File: src/design/assert_macros.svh
// ----------------------------------------------------------------------------
// Assertion macros
// Shared wrappers for concurrent assertions in the line tokenizer RTL.
// ----------------------------------------------------------------------------
`ifndef ASSERT_MACROS_SVH
`define ASSERT_MACROS_SVH

// Checks a property on every rising edge of clk_i while rst_ni is released.
`define ASSERT_AT(label, prop, msg) \
  label: assert property (@(posedge clk_i) disable iff (!rst_ni) (prop)) else $error(msg);

// Checks that a condition never holds outside of reset.
`define ASSERT_NEVER(label, cond, msg) \
  `ASSERT_AT(label, !(cond), msg)

`endif

File: src/design/alt_pkg.sv
// ----------------------------------------------------------------------------
// alt_pkg
// Shared types, constants and helper functions of the assembly line tokenizer.
// ----------------------------------------------------------------------------
package alt_pkg;

  // Size of the downstream token buffer; a token holds at most one less.
  localparam int unsigned TokenBuf   = 64;
  localparam int unsigned LenW       = 6;
  localparam int unsigned LimitCapI  = (TokenBuf - 1 < 63) ? TokenBuf - 1 : 63;
  localparam logic [LenW-1:0] LimitCap = LenW'(LimitCapI);

  localparam logic [LenW-1:0] MaxTokenLenReset = 6'd63;

  // Register indexes of the configuration port.
  localparam logic RegMaxTokenLen = 1'b0;

  // Field codes.
  localparam logic [1:0] FieldLabel  = 2'd0;
  localparam logic [1:0] FieldOpcode = 2'd1;
  localparam logic [1:0] FieldOp2    = 2'd3;

  // Characters with a special role.
  localparam logic [7:0] ChNul   = 8'h00;
  localparam logic [7:0] ChLf    = 8'h0A;
  localparam logic [7:0] ChCr    = 8'h0D;
  localparam logic [7:0] ChColon = 8'h3A;
  localparam logic [7:0] ChSemi  = 8'h3B;
  localparam logic [7:0] ChLBrk  = 8'h5B;
  localparam logic [7:0] ChRBrk  = 8'h5D;
  localparam logic [7:0] ChPlus  = 8'h2B;
  localparam logic [7:0] ChMinus = 8'h2D;
  localparam logic [7:0] ChUnder = 8'h5F;

  // One result item.
  typedef struct packed {
    logic [7:0] out_char;
    logic [1:0] field;
    logic       char_valid;
    logic       token_end;
    logic       line_end;
    logic       label_error;
  } result_t;

  // Length limit in force: at least one, at most the buffer capacity.
  function automatic logic [LenW-1:0] token_limit(input logic [LenW-1:0] max_len);
    logic [LenW-1:0] l;
    l = (max_len == '0) ? LenW'(1) : max_len;
    if (l > LimitCap) l = LimitCap;
    return l;
  endfunction

endpackage

File: src/design/asm_line_tokenizer_unit.sv
// ----------------------------------------------------------------------------
// asm_line_tokenizer_unit
// Splits assembly source lines, one character per transfer, into label,
// opcode and two operand fields.
// ----------------------------------------------------------------------------
// Usage: characters arrive on the input channel (in_valid_i, in_ready_o,
// ch_i), one per transfer. Each character is held in an input register and
// classified against the scan state once the output register can take its
// result; a character that produces a result is written to the output
// register, which drives the result channel (out_valid_o, out_ready_i and
// the six result ports). Characters that produce no result (separators,
// skipped text) retire silently. A result passes the input register, then
// the output register. Throughput is one character per cycle unless the
// receiver stalls: the only loop is the scan state, updated by short
// classification logic. When the receiver stalls with a result pending,
// the input register keeps one more character and in_ready_o drops until
// the result is taken. Reset clears both pipeline valid flags, returns the
// scanner to the line start in the label field and sets max_token_len to
// 63. The APB port (one register at byte address 0) must be written only
// while the block is idle; the block itself does not enforce this.
// ----------------------------------------------------------------------------
`include "assert_macros.svh"

module asm_line_tokenizer_unit (
  input  logic        clk_i,
  input  logic        rst_ni,
  // Character input
  input  logic        in_valid_i,
  output logic        in_ready_o,
  input  logic [7:0]  ch_i,
  // Result output
  output logic        out_valid_o,
  input  logic        out_ready_i,
  output logic [7:0]  out_char_o,
  output logic [1:0]  field_o,
  output logic        char_valid_o,
  output logic        token_end_o,
  output logic        line_end_o,
  output logic        label_error_o,
  // Configuration
  input  logic        psel,
  input  logic        penable,
  input  logic        pwrite,
  input  logic [2:0]  paddr,
  input  logic [31:0] pwdata,
  output logic [31:0] prdata,
  output logic        pready
);

  logic                     in_valid_q, in_valid_d;
  logic [7:0]               ch_q;
  logic                     out_valid_q, out_valid_d;
  alt_pkg::result_t         res_q;
  alt_pkg::result_t         step_res;
  logic                     step_has_res;
  logic                     advance;
  logic [alt_pkg::LenW-1:0] max_token_len;

  alt_apb_regs u_regs (
    .clk_i           (clk_i),
    .rst_ni          (rst_ni),
    .psel            (psel),
    .penable         (penable),
    .pwrite          (pwrite),
    .paddr           (paddr),
    .pwdata          (pwdata),
    .prdata          (prdata),
    .pready          (pready),
    .max_token_len_o (max_token_len)
  );

  // The held character is processed once the output register can take its
  // result, whether or not the character actually produces one.
  assign advance    = in_valid_q && (!out_valid_q || out_ready_i);
  assign in_ready_o = !in_valid_q || advance;

  alt_scan_core u_core (
    .clk_i           (clk_i),
    .rst_ni          (rst_ni),
    .step_i          (advance),
    .ch_i            (ch_q),
    .max_token_len_i (max_token_len),
    .has_result_o    (step_has_res),
    .result_o        (step_res)
  );

  always_comb begin
    in_valid_d = in_valid_q;
    if (in_ready_o) in_valid_d = in_valid_i;
    out_valid_d = out_valid_q;
    if (advance) begin
      out_valid_d = step_has_res;
    end else if (out_ready_i) begin
      out_valid_d = 1'b0;
    end
  end

  always_ff @(posedge clk_i or negedge rst_ni) begin
    if (!rst_ni) begin
      in_valid_q  <= 1'b0;
      out_valid_q <= 1'b0;
    end else begin
      in_valid_q  <= in_valid_d;
      out_valid_q <= out_valid_d;
    end
  end

  // Payload registers carry no reset.
  always_ff @(posedge clk_i) begin
    if (in_ready_o && in_valid_i) ch_q <= ch_i;
    if (advance && step_has_res) res_q <= step_res;
  end

  assign out_valid_o   = out_valid_q;
  assign out_char_o    = res_q.out_char;
  assign field_o       = res_q.field;
  assign char_valid_o  = res_q.char_valid;
  assign token_end_o   = res_q.token_end;
  assign line_end_o    = res_q.line_end;
  assign label_error_o = res_q.label_error;

  `ASSERT_AT(a_result_has_flag,
    out_valid_o |-> (char_valid_o || token_end_o || line_end_o || label_error_o),
    "result transfer without any flag set")
  `ASSERT_NEVER(a_label_error_alone,
    out_valid_o && label_error_o && (token_end_o || char_valid_o),
    "label error combined with token end or character")
  `ASSERT_AT(a_stall_blocks_input,
    (in_valid_q && out_valid_o && !out_ready_i) |-> !in_ready_o,
    "input taken while held character cannot retire")

endmodule

File: src/design/alt_apb_regs.sv
// ----------------------------------------------------------------------------
// alt_apb_regs
// APB register file holding the token length limit.
// ----------------------------------------------------------------------------
module alt_apb_regs (
  input  logic                      clk_i,
  input  logic                      rst_ni,
  input  logic                      psel,
  input  logic                      penable,
  input  logic                      pwrite,
  input  logic [2:0]                paddr,
  input  logic [31:0]               pwdata,
  output logic [31:0]               prdata,
  output logic                      pready,
  output logic [alt_pkg::LenW-1:0]  max_token_len_o
);

  logic [alt_pkg::LenW-1:0] max_len_q, max_len_d;
  logic                     hit;

  // Word address selects the register; only one register exists.
  assign hit   = (paddr[2] == alt_pkg::RegMaxTokenLen);
  assign pready = 1'b1;

  always_comb begin
    max_len_d = max_len_q;
    if (psel && penable && pwrite && hit) begin
      max_len_d = pwdata[alt_pkg::LenW-1:0];
    end
  end

  always_ff @(posedge clk_i or negedge rst_ni) begin
    if (!rst_ni) begin
      max_len_q <= alt_pkg::MaxTokenLenReset;
    end else begin
      max_len_q <= max_len_d;
    end
  end

  assign prdata          = hit ? {{(32 - alt_pkg::LenW){1'b0}}, max_len_q} : 32'h0;
  assign max_token_len_o = max_len_q;

endmodule

File: src/design/alt_scan_core.sv
// ----------------------------------------------------------------------------
// alt_scan_core
// Scan state machine: classifies one character and updates field state.
// ----------------------------------------------------------------------------
`include "assert_macros.svh"

module alt_scan_core (
  input  logic                      clk_i,
  input  logic                      rst_ni,
  input  logic                      step_i,
  input  logic [7:0]                ch_i,
  input  logic [alt_pkg::LenW-1:0]  max_token_len_i,
  output logic                      has_result_o,
  output alt_pkg::result_t          result_o
);

  typedef enum logic [4:0] {
    MODE_LINE_START = 5'b00001,
    MODE_BETWEEN    = 5'b00010,
    MODE_IN_TOKEN   = 5'b00100,
    MODE_FULL       = 5'b01000,
    MODE_SKIP       = 5'b10000
  } scan_mode_e;

  scan_mode_e               mode_q, mode_d;
  logic [1:0]               field_q, field_d;
  logic [alt_pkg::LenW-1:0] tlen_q, tlen_d;
  logic [alt_pkg::LenW-1:0] lim;
  logic [alt_pkg::LenW-1:0] tlen_inc;
  logic                     eol, tok, semi, colon, full;
  alt_pkg::result_t         res;

  assign lim      = alt_pkg::token_limit(max_token_len_i);
  assign tlen_inc = tlen_q + alt_pkg::LenW'(1);

  assign eol   = (ch_i == alt_pkg::ChNul) || (ch_i == alt_pkg::ChLf) ||
                 (ch_i == alt_pkg::ChCr);
  assign semi  = (ch_i == alt_pkg::ChSemi);
  assign colon = (ch_i == alt_pkg::ChColon);
  assign tok   = (ch_i >= 8'h61 && ch_i <= 8'h7A) || (ch_i >= 8'h41 && ch_i <= 8'h5A) ||
                 (ch_i >= 8'h30 && ch_i <= 8'h39) || (ch_i == alt_pkg::ChUnder) ||
                 (ch_i == alt_pkg::ChLBrk) || (ch_i == alt_pkg::ChRBrk) ||
                 (ch_i == alt_pkg::ChPlus) || (ch_i == alt_pkg::ChMinus);
  assign full  = (mode_q == MODE_FULL) || (tlen_q >= lim);

  always_comb begin
    res     = '0;
    mode_d  = mode_q;
    field_d = field_q;
    tlen_d  = tlen_q;
    unique case (mode_q) inside
      MODE_LINE_START: begin
        if (eol) begin
          res.line_end = 1'b1;
        end else if (tok) begin
          res.out_char   = ch_i;
          res.field      = alt_pkg::FieldLabel;
          res.char_valid = 1'b1;
          field_d        = alt_pkg::FieldLabel;
          tlen_d         = alt_pkg::LenW'(1);
          mode_d         = (lim == alt_pkg::LenW'(1)) ? MODE_FULL : MODE_IN_TOKEN;
        end else if (semi) begin
          mode_d = MODE_SKIP;
        end else begin
          // Empty label: go on with the opcode field.
          field_d = alt_pkg::FieldOpcode;
          mode_d  = MODE_BETWEEN;
        end
      end
      MODE_BETWEEN: begin
        if (eol) begin
          res.field    = field_q;
          res.line_end = 1'b1;
          field_d      = alt_pkg::FieldLabel;
          tlen_d       = '0;
          mode_d       = MODE_LINE_START;
        end else if (tok) begin
          res.out_char   = ch_i;
          res.field      = field_q;
          res.char_valid = 1'b1;
          tlen_d         = alt_pkg::LenW'(1);
          mode_d         = (lim == alt_pkg::LenW'(1)) ? MODE_FULL : MODE_IN_TOKEN;
        end else if (semi) begin
          mode_d = MODE_SKIP;
        end
      end
      MODE_IN_TOKEN, MODE_FULL: begin
        if (field_q == alt_pkg::FieldLabel && !(tok && !full)) begin
          if (colon) begin
            res.token_end = 1'b1;
            field_d       = alt_pkg::FieldOpcode;
            tlen_d        = '0;
            mode_d        = MODE_BETWEEN;
          end else begin
            // Label without its colon: flag it and drop the rest of the line.
            res.label_error = 1'b1;
            res.line_end    = eol;
            tlen_d          = '0;
            mode_d          = eol ? MODE_LINE_START : MODE_SKIP;
          end
        end else if (tok && !full) begin
          res.out_char   = ch_i;
          res.field      = field_q;
          res.char_valid = 1'b1;
          tlen_d         = tlen_inc;
          if (tlen_inc >= lim) mode_d = MODE_FULL;
        end else if (tok) begin
          // Full token: the character opens the next field; after op2 the line is skipped.
          if (field_q == alt_pkg::FieldOp2) begin
            res.field     = alt_pkg::FieldOp2;
            res.token_end = 1'b1;
            tlen_d        = '0;
            mode_d        = MODE_SKIP;
          end else begin
            res.out_char   = ch_i;
            res.field      = field_q + 2'd1;
            res.char_valid = 1'b1;
            res.token_end  = 1'b1;
            field_d        = field_q + 2'd1;
            tlen_d         = alt_pkg::LenW'(1);
            mode_d         = (lim == alt_pkg::LenW'(1)) ? MODE_FULL : MODE_IN_TOKEN;
          end
        end else begin
          res.field     = field_q;
          res.token_end = 1'b1;
          res.line_end  = eol;
          tlen_d        = '0;
          if (eol) begin
            field_d = alt_pkg::FieldLabel;
            mode_d  = MODE_LINE_START;
          end else if (semi || field_q == alt_pkg::FieldOp2) begin
            mode_d = MODE_SKIP;
          end else begin
            field_d = field_q + 2'd1;
            mode_d  = MODE_BETWEEN;
          end
        end
      end
      default: begin
        // Skip to the end of the line.
        if (eol) begin
          res.field    = field_q;
          res.line_end = 1'b1;
          field_d      = alt_pkg::FieldLabel;
          tlen_d       = '0;
          mode_d       = MODE_LINE_START;
        end
      end
    endcase
  end

  always_ff @(posedge clk_i or negedge rst_ni) begin
    if (!rst_ni) begin
      mode_q  <= MODE_LINE_START;
      field_q <= alt_pkg::FieldLabel;
      tlen_q  <= '0;
    end else if (step_i) begin
      mode_q  <= mode_d;
      field_q <= field_d;
      tlen_q  <= tlen_d;
    end
  end

  assign result_o     = res;
  assign has_result_o = res.char_valid | res.token_end | res.line_end | res.label_error;

  `ASSERT_AT(a_line_start_clean,
    (mode_q == MODE_LINE_START) |-> (field_q == alt_pkg::FieldLabel && tlen_q == '0),
    "line start mode with stale field or length")
  `ASSERT_AT(a_idle_len_zero,
    (mode_q == MODE_BETWEEN || mode_q == MODE_SKIP) |-> (tlen_q == '0),
    "token length kept outside a token")
  `ASSERT_NEVER(a_token_len_nonzero,
    (mode_q == MODE_IN_TOKEN || mode_q == MODE_FULL) && (tlen_q == '0),
    "inside a token with zero length")

endmodule
File: config.mk
export PLATFORM = sky130hd
export DESIGN_NAME = asm_line_tokenizer_unit
export DESIGN_NICKNAME = d
export VERILOG_FILES = /design/src/design/alt_pkg.sv /design/src/design/asm_line_tokenizer_unit.sv /design/src/design/alt_apb_regs.sv /design/src/design/alt_scan_core.sv
export VERILOG_INCLUDE_DIRS = /design/src /design/src/design
export SDC_FILE = /design/constraint.sdc
export NUM_CORES = 1
export LEC_CHECK = 0
export BUFFER_PORTS_ARGS = -buffer_cell sky130_fd_sc_hd__buf_2
export CORE_MARGIN = 8
export CORE_UTILIZATION = 51
export CTS_CLUSTER_DIAMETER = 200
export CTS_CLUSTER_SIZE = 20
export DETAILED_ROUTE_END_ITERATION = 10
export PLACE_DENSITY = 0.84
export SKIP_CTS_REPAIR_TIMING = 1
export SLEW_MARGIN = 20
export SYNTH_ARGS = -nofsm -noshare
export SYNTH_HDL_FRONTEND = slang
export SYNTH_SLANG_ARGS = --single-unit
File: constraint.sdc
create_clock -name clk_i -period 4.1 [get_ports clk_i]
set_clock_uncertainty 0.1 [all_clocks]
set_input_delay 0.82 -clock clk_i [delete_from_list [all_inputs] [get_ports clk_i]]
set_output_delay 0.82 -clock clk_i [all_outputs]
set_load 0.03 [all_outputs]
Word level (Yosys, flattened, before mapping)
Index checks and enable logic that the tools add are counted.
{"block": "word_totals", "regBits": 43, "latch_bits": 0, "ram_bits": 0, "rom_bits": 0, "in_bits": 50, "out_inout_bits": 49, "elab_cells": 161, "n_memories": 0}
{"block": "op_classes", "addsub": 2, "multipliers": 0, "div_mod_pow": 0, "n_lt_le_gt_ge": 9, "eq_ne": 23, "n_shift": 0, "n_mux": 72, "n_bitwise": 4, "n_reduce_logical": 38}
{"op": "5-bit two-way mux", "count": 16}
{"op": "11-bit two-way mux", "count": 5}
{"op": "6-bit two-way mux", "count": 9}
{"op": "2-bit two-way mux", "count": 18}
{"op": "8-bit by 6-bit equality test with 1-bit output (second input constant)", "count": 4}
{"op": "8-bit by 7-bit equality test with 1-bit output (second input constant)", "count": 3}
{"op": "8-bit two-way mux", "count": 3}
{"op": "8-bit one-hot mux with 3 select lines", "count": 1}
{"op": "6-bit one-hot mux with 3 select lines", "count": 1}
{"op": "8-bit by 4-bit equality test with 1-bit output (second input constant)", "count": 2}
{"op": "8-bit by 7-bit >= comparator with 1-bit output (second input constant)", "count": 2}
{"op": "8-bit by 7-bit <= comparator with 1-bit output (second input constant)", "count": 2}
{"op": "5-bit one-hot mux with 3 select lines", "count": 1}
{"op": "1-bit two-way mux", "count": 14}
{"op": "1-bit logical OR", "count": 13}
{"op": "6-bit >= comparator", "count": 2}
{"op": "1-bit logical AND", "count": 11}
{"op": "8-bit by 6-bit >= comparator with 1-bit output (second input constant)", "count": 1}
{"op": "8-bit by 6-bit <= comparator with 1-bit output (second input constant)", "count": 1}
{"op": "8-bit zero test", "count": 1}
{"op": "4-bit != test (second input constant)", "count": 2}
{"op": "8-bit AND reduction", "count": 1}
{"op": "6-bit by 1-bit adder with 6-bit output (second input constant)", "count": 1}
{"op": "6-bit by 1-bit equality test with 1-bit output (second input constant)", "count": 1}
{"op": "other kinds (27)", "count": 33}

Logic depth before layout (Yosys ltp)
{"block": "logic_depth", "ltp_word": 18, "mapped_depth": 12, "depth_no_buf": 11}

Modules after synthesis
A second synthesis with hierarchy kept.
{"block": "hier_totals", "cells_unflattened": 275, "area_unflattened_um2": 2917.8}
{"mod": "alt_scan_core", "n_inst": 1, "cells_each": 195, "area_per_inst_um2": 1636.6, "seq_area_each_um2": 326.6}
{"mod": "asm_line_tokenizer_unit", "n_inst": 1, "cells_each": 32, "area_per_inst_um2": 769.5, "seq_area_each_um2": 710.7}
{"mod": "alt_apb_regs", "n_inst": 1, "cells_each": 48, "area_per_inst_um2": 511.7, "seq_area_each_um2": 157.7}

Worst setup path after synthesis
Ideal clock, no wire load.
{"block": "synth_timing", "path_kind": "reg-to-reg", "startpoint": "register u_regs.max_len_q (netlist bit u_regs.max_token_len_o[2])", "endpoint": "register u_core.field_q[0]", "setup_time_ps": 128, "t_arrival_ps": 3152, "required_ps": 3872, "path_slack_ps": 721, "path_stages_with_launch": 12, "path_buffers": 0, "synth_period_minus_slack_ps": 3379, "path_cell_list": "dfstp_2 > or4_1 > nor2_1 > or2_2 > ha_1 > nand2b_1 > a2111oi_0 > o211ai_1 > a211o_1 > nor3b_2 > nor4_4 > mux2_1"}
{"block": "synth_between", "elab_chain_len": 12, "word_cells_on_any_way": 17, "classes_between": "order compare (2); eq/ne (4); mux (4); reduce/logical (7)"}
{"element": "from (decl)", "line_no": "alt_apb_regs.sv:18", "source": "logic [alt_pkg::LenW-1:0] max_len_q, max_len_d;"}
{"element": "from (signal assigned)", "line_no": "alt_apb_regs.sv:34", "source": "max_len_q <= alt_pkg::MaxTokenLenReset;"}
{"element": "from (signal assigned)", "line_no": "alt_apb_regs.sv:36", "source": "max_len_q <= max_len_d;"}
{"element": "6-bit zero test", "line_no": "alt_pkg.sv:48", "source": "l = (max_len == '0) ? LenW'(1) : max_len;"}
{"element": "6-bit two-way mux *", "line_no": "alt_pkg.sv:48"}
{"element": "6-bit greater-than comparator", "line_no": "alt_pkg.sv:49", "source": "if (l > LimitCap) l = LimitCap;"}
{"element": "6-bit two-way mux *", "line_no": "alt_pkg.sv:49"}
{"element": "6-bit >= comparator *", "line_no": "alt_scan_core.sv:44", "source": "assign full = (mode_q == MODE_FULL) || (tlen_q >= lim);"}
{"element": "1-bit logical OR *", "line_no": "alt_scan_core.sv:44"}
{"element": "1-bit zero test *", "line_no": "alt_scan_core.sv:88, alt_scan_core.sv:101"}
{"element": "1-bit logical AND *", "line_no": "alt_scan_core.sv:88, alt_scan_core.sv:101"}
{"element": "1-bit zero test", "line_no": "alt_scan_core.sv:88", "source": "if (field_q == alt_pkg::FieldLabel && !(tok && !full)) begin"}
{"element": "1-bit logical AND", "line_no": "alt_scan_core.sv:88"}
{"element": "5-bit by 2-bit != test with 1-bit output (no line), or another cell as far along"}
{"element": "8-bit AND reduction (no line) or 2-bit one-hot mux with 2 select lines (tied branches)"}
{"element": "to (signal assigned)", "line_no": "alt_scan_core.sv:155", "source": "field_q <= alt_pkg::FieldLabel;"}
{"element": "to (signal assigned)", "line_no": "alt_scan_core.sv:159", "source": "field_q <= field_d;"}
{"element": "to (decl)", "line_no": "alt_scan_core.sv:26", "source": "logic [1:0] field_q, field_d;"}
Mark *: on every way between the ends. The rest lies on a longest branch, timed or not.
A chain may end at the register's enable or synchronous reset.

Worst setup path in the final report
{"block": "layout_timing", "startpoint": "register u_regs.max_len_q (netlist bit u_regs.max_token_len_o[2])", "endpoint": "register u_core.field_q[1]"}
Same word-level chain as after synthesis.

==> results_dict.tcl <==
set metrics [dict create \
    pwr-share-clk_pct 24.2 \
    hpwlAfterDp_um 4680 \
    finalSetupTns_ns 0 \
    fmax_ghz 0.272 \
    path_depth 11 \
    worstPathArrival_ns 3.76 \
    startpoint "u_regs.max_token_len_o[2]$_DFFE_PN1P_" \
    r2r_start "u_regs.max_token_len_o[2]$_DFFE_PN1P_" \
    netSwitchingFraction_pct 37.4 \
    ios 99 \
    first_global_vias 2320 \
    p_int_uw 879 \
    dieArea_um2 8350 \
    p_per_area_nw_per_um2 437 \
    syn-instance-count 294 \
    clockBufferDepth 2 \
    cts_buffers 5 \
    routedWlPerCell_um 15.3 \
    insertion_delay_ns 0.30 \
    vias 2292 \
    synth_seq_cells 43 \
    finalSetupViolCount 0 \
    netlist.area_leader.share_pct 22.8 \
    syn_area_um2 2900 \
    synthArstFlopShare_pct 48.8 \
    grt_use_total_pct 15.2 \
    reg2reg_slack_ns 0.43 \
    grt_max_degree 22 \
    timing.final.hold_violations 0 \
    min_period_ns 3.67 \
    yosys-top-cells-area "edfxtp_1 23%, dfrtp_1 12%, ha_1 7.3%" \
    fin_ws_ns 0.427 \
    synth.avg_cell_area_um2 9.85 \
    cts_tree "done" \
    clock_sinks 43 \
    grt-ovfl-total 0 \
    crit_type "flop to flop" \
    fp.coreArea_um2 5510 \
    remaining_drc_errors 0 \
    critPathCapture "u_core.field_q[1]$_DFFE_PN0P_" \
    end_kind "flop" \
    start_util_pct 52.6 \
    hold_ws_ns 0.368 \
    vias_per_cell 5.58 \
    yosys-top-cells-count "27 x buf_4, 26 x nand2_1, 22 x edfxtp_1, 22 x nor2_1, 17 x ha_1" \
    synth_edf_count 22 \
    io_buffers 43 \
    critPathSlowestCell "or4_1" \
    die_y_um 91.4 \
    nNetsFinal 405 \
    max_stage_delay_ns 0.52 \
    timing.final.crit_share_pct 89.6 \
    p_switching_uw 526 \
    synth.largest_area_cell "edfxtp_1" \
    crit_chain "or4_1 > nor2_1 > or2_2 > ha_1 > nand2b_1 > a2111oi_0 > o211ai_1 > a211o_1 > nor3b_2 > nor4_4 > mux2_1" \
    ys_types 61 \
    slew_viol_final 0 \
    power_frac_comb_pct 34.0 \
    drtIter0Drc 155 \
    wirelength_um 6310 \
    critPathLaunchType "flop" \
    syn2layout_area_growth_pct 10.9 \
    cts_root_buf "clkbuf_8" \
    drive_gt1_share_pct 23.6 \
    grt_pass1_wl_um 10600 \
    pwr-share-seq_pct 41.7 \
    num_antenna_cells 0 \
    antenna_found_initial 0 \
    place_ws_ns 0.482 \
    yosysMostFrequentCell "buf_4" \
    rows 27 \
    worstHoldPathType "input port to asynchronous set/reset pin" \
    reg2reg_depth 11 \
    die_x_um 91.4 \
    timing.critical_path.buf_inv 0 \
    run_status "complete, no violations" \
    p_leak_nw 1.49 \
    crit_fanout 3 \
    crit_family "simple AND/OR/NAND/NOR gates" \
    yosysSeqAreaShare_pct 41.3 \
    h-tree-depth 2 \
    gp_congestion 0.905 \
    required_ns 4.18 \
    vdd_ir_drop_max_mv 0.267 \
    rsz0062_at_grt "no" \
    drv_cap 0 \
    dr.pass1.iters 5 \
    path_clk_slew_ns 0.09 \
    synth_ff_type "edfxtp_1" \
    synth_warnings 0 \
    ant_nets 0 \
    rr_endpoint "u_core.field_q[1]$_DFFE_PN0P_" \
]
[metrics by stage]
stage / total power, mW / cells / utilization, % / instance area, um2
final: 1.40 / 411 / 58.3 / 3210
after global routing: 1.49 / 411 / 58.3 / 3210
after CTS: 1.41 / 411 / 58.3 / 3210
after detailed placement: 1.06 / 403 / 56.2 / 3100
after global placement: 1.04 / 403 / 56.2 / 3100
after floorplan: 0.957 / 320 / - / 2990
[final cells by class]
type                       instances  area (um2)
clock buffer                       5        68.8
clock inverter                     3        46.3
fill                             505        2290
inverter                          15        56.3
multi-input combinational        224        1500
sequential                        43        1190
tap                               72        90.1
timing repair buffer              49         260
[layout by cell type (no fill, tap or decap), drive strengths merged, types with 8 or more instances in the layout]
master | Yosys | layout
buf | 30 | 49
conb | 2 | 28
mux2 | 14 | 14
nand3 | 10 | 10
dfrtp | 14 | 14
edfxtp | 22 | 22
nor2 | 22 | 22
and3 | 8 | 8
nand2b | 13 | 13
a21oi | 10 | 10
nand2 | 26 | 26
inv | 15 | 16
ha | 17 | 17
o21ai | 11 | 11
[cell families after synthesis]
group           after synthesis  share of synthesized area, %
other cells                   2                         0.259
xor+xnor                      6                          1.81
simple gates                105                          19.7
buf+inv                      53                          10.5
mux                          14                          5.70
flops                        43                          41.3
fa+ha+maj                    17                          7.34
compound gates               54                          13.4
[flip-flops by register name, indices dropped and copies added, names as in the netlist]
name	count
field_o	2
ch_q	8
u_core.field_q	2
token_end_o	1
in_valid_q	1
u_regs.max_token_len_o	6
out_valid_o	1
line_end_o	1
u_core.mode_q	5
char_valid_o	1
label_error_o	1
out_char_o	8
u_core.tlen_q	6
[how the worst min path moves through the flow]
stage               slack [ns]                            end  depth (start not counted)                           from
finish                    0.37   u_core.tlen_q[3]$_DFFE_PN0P_                          1                         rst_ni
global route              0.40   u_core.tlen_q[4]$_DFFE_PN0P_                          1                         rst_ni
CTS                       0.38        out_valid_o$_DFFE_PN0P_                          1                         rst_ni
global placement          0.40  u_core.field_q[1]$_DFFE_PN0P_                          1  u_core.field_q[1]$_DFFE_PN0P_
detailed placement        0.41   u_core.tlen_q[5]$_DFFE_PN0P_                          2   u_core.tlen_q[5]$_DFFE_PN0P_
floorplan                 0.38  u_core.field_q[1]$_DFFE_PN0P_                          1  u_core.field_q[1]$_DFFE_PN0P_
[layer usage]
layer | global-route usage (%) | vias up | part of all wire (%)
met5 | 0 | - | 0
met4 | 6.82 | 0 | 2.0
met3 | 4.20 | 15 | 8.6
met2 | 25.4 | 103 | 49
met1 | 17.7 | 1085 | 40
li1 | - | 1089 | -
[power groups by stage]
stage | combinational [mW] | sequential, mW | clock [mW]
3_5_place_dp | 0.466 | 0.593 | 0
6_report | 0.478 | 0.586 | 0.340
5_1_grt | 0.529 | 0.597 | 0.365
4_1_cts | 0.476 | 0.584 | 0.349
2_1_floorplan | 0.383 | 0.574 | 0
3_3_place_gp | 0.450 | 0.586 | 0
No activity file was read; power rests on OpenSTA's default activity.
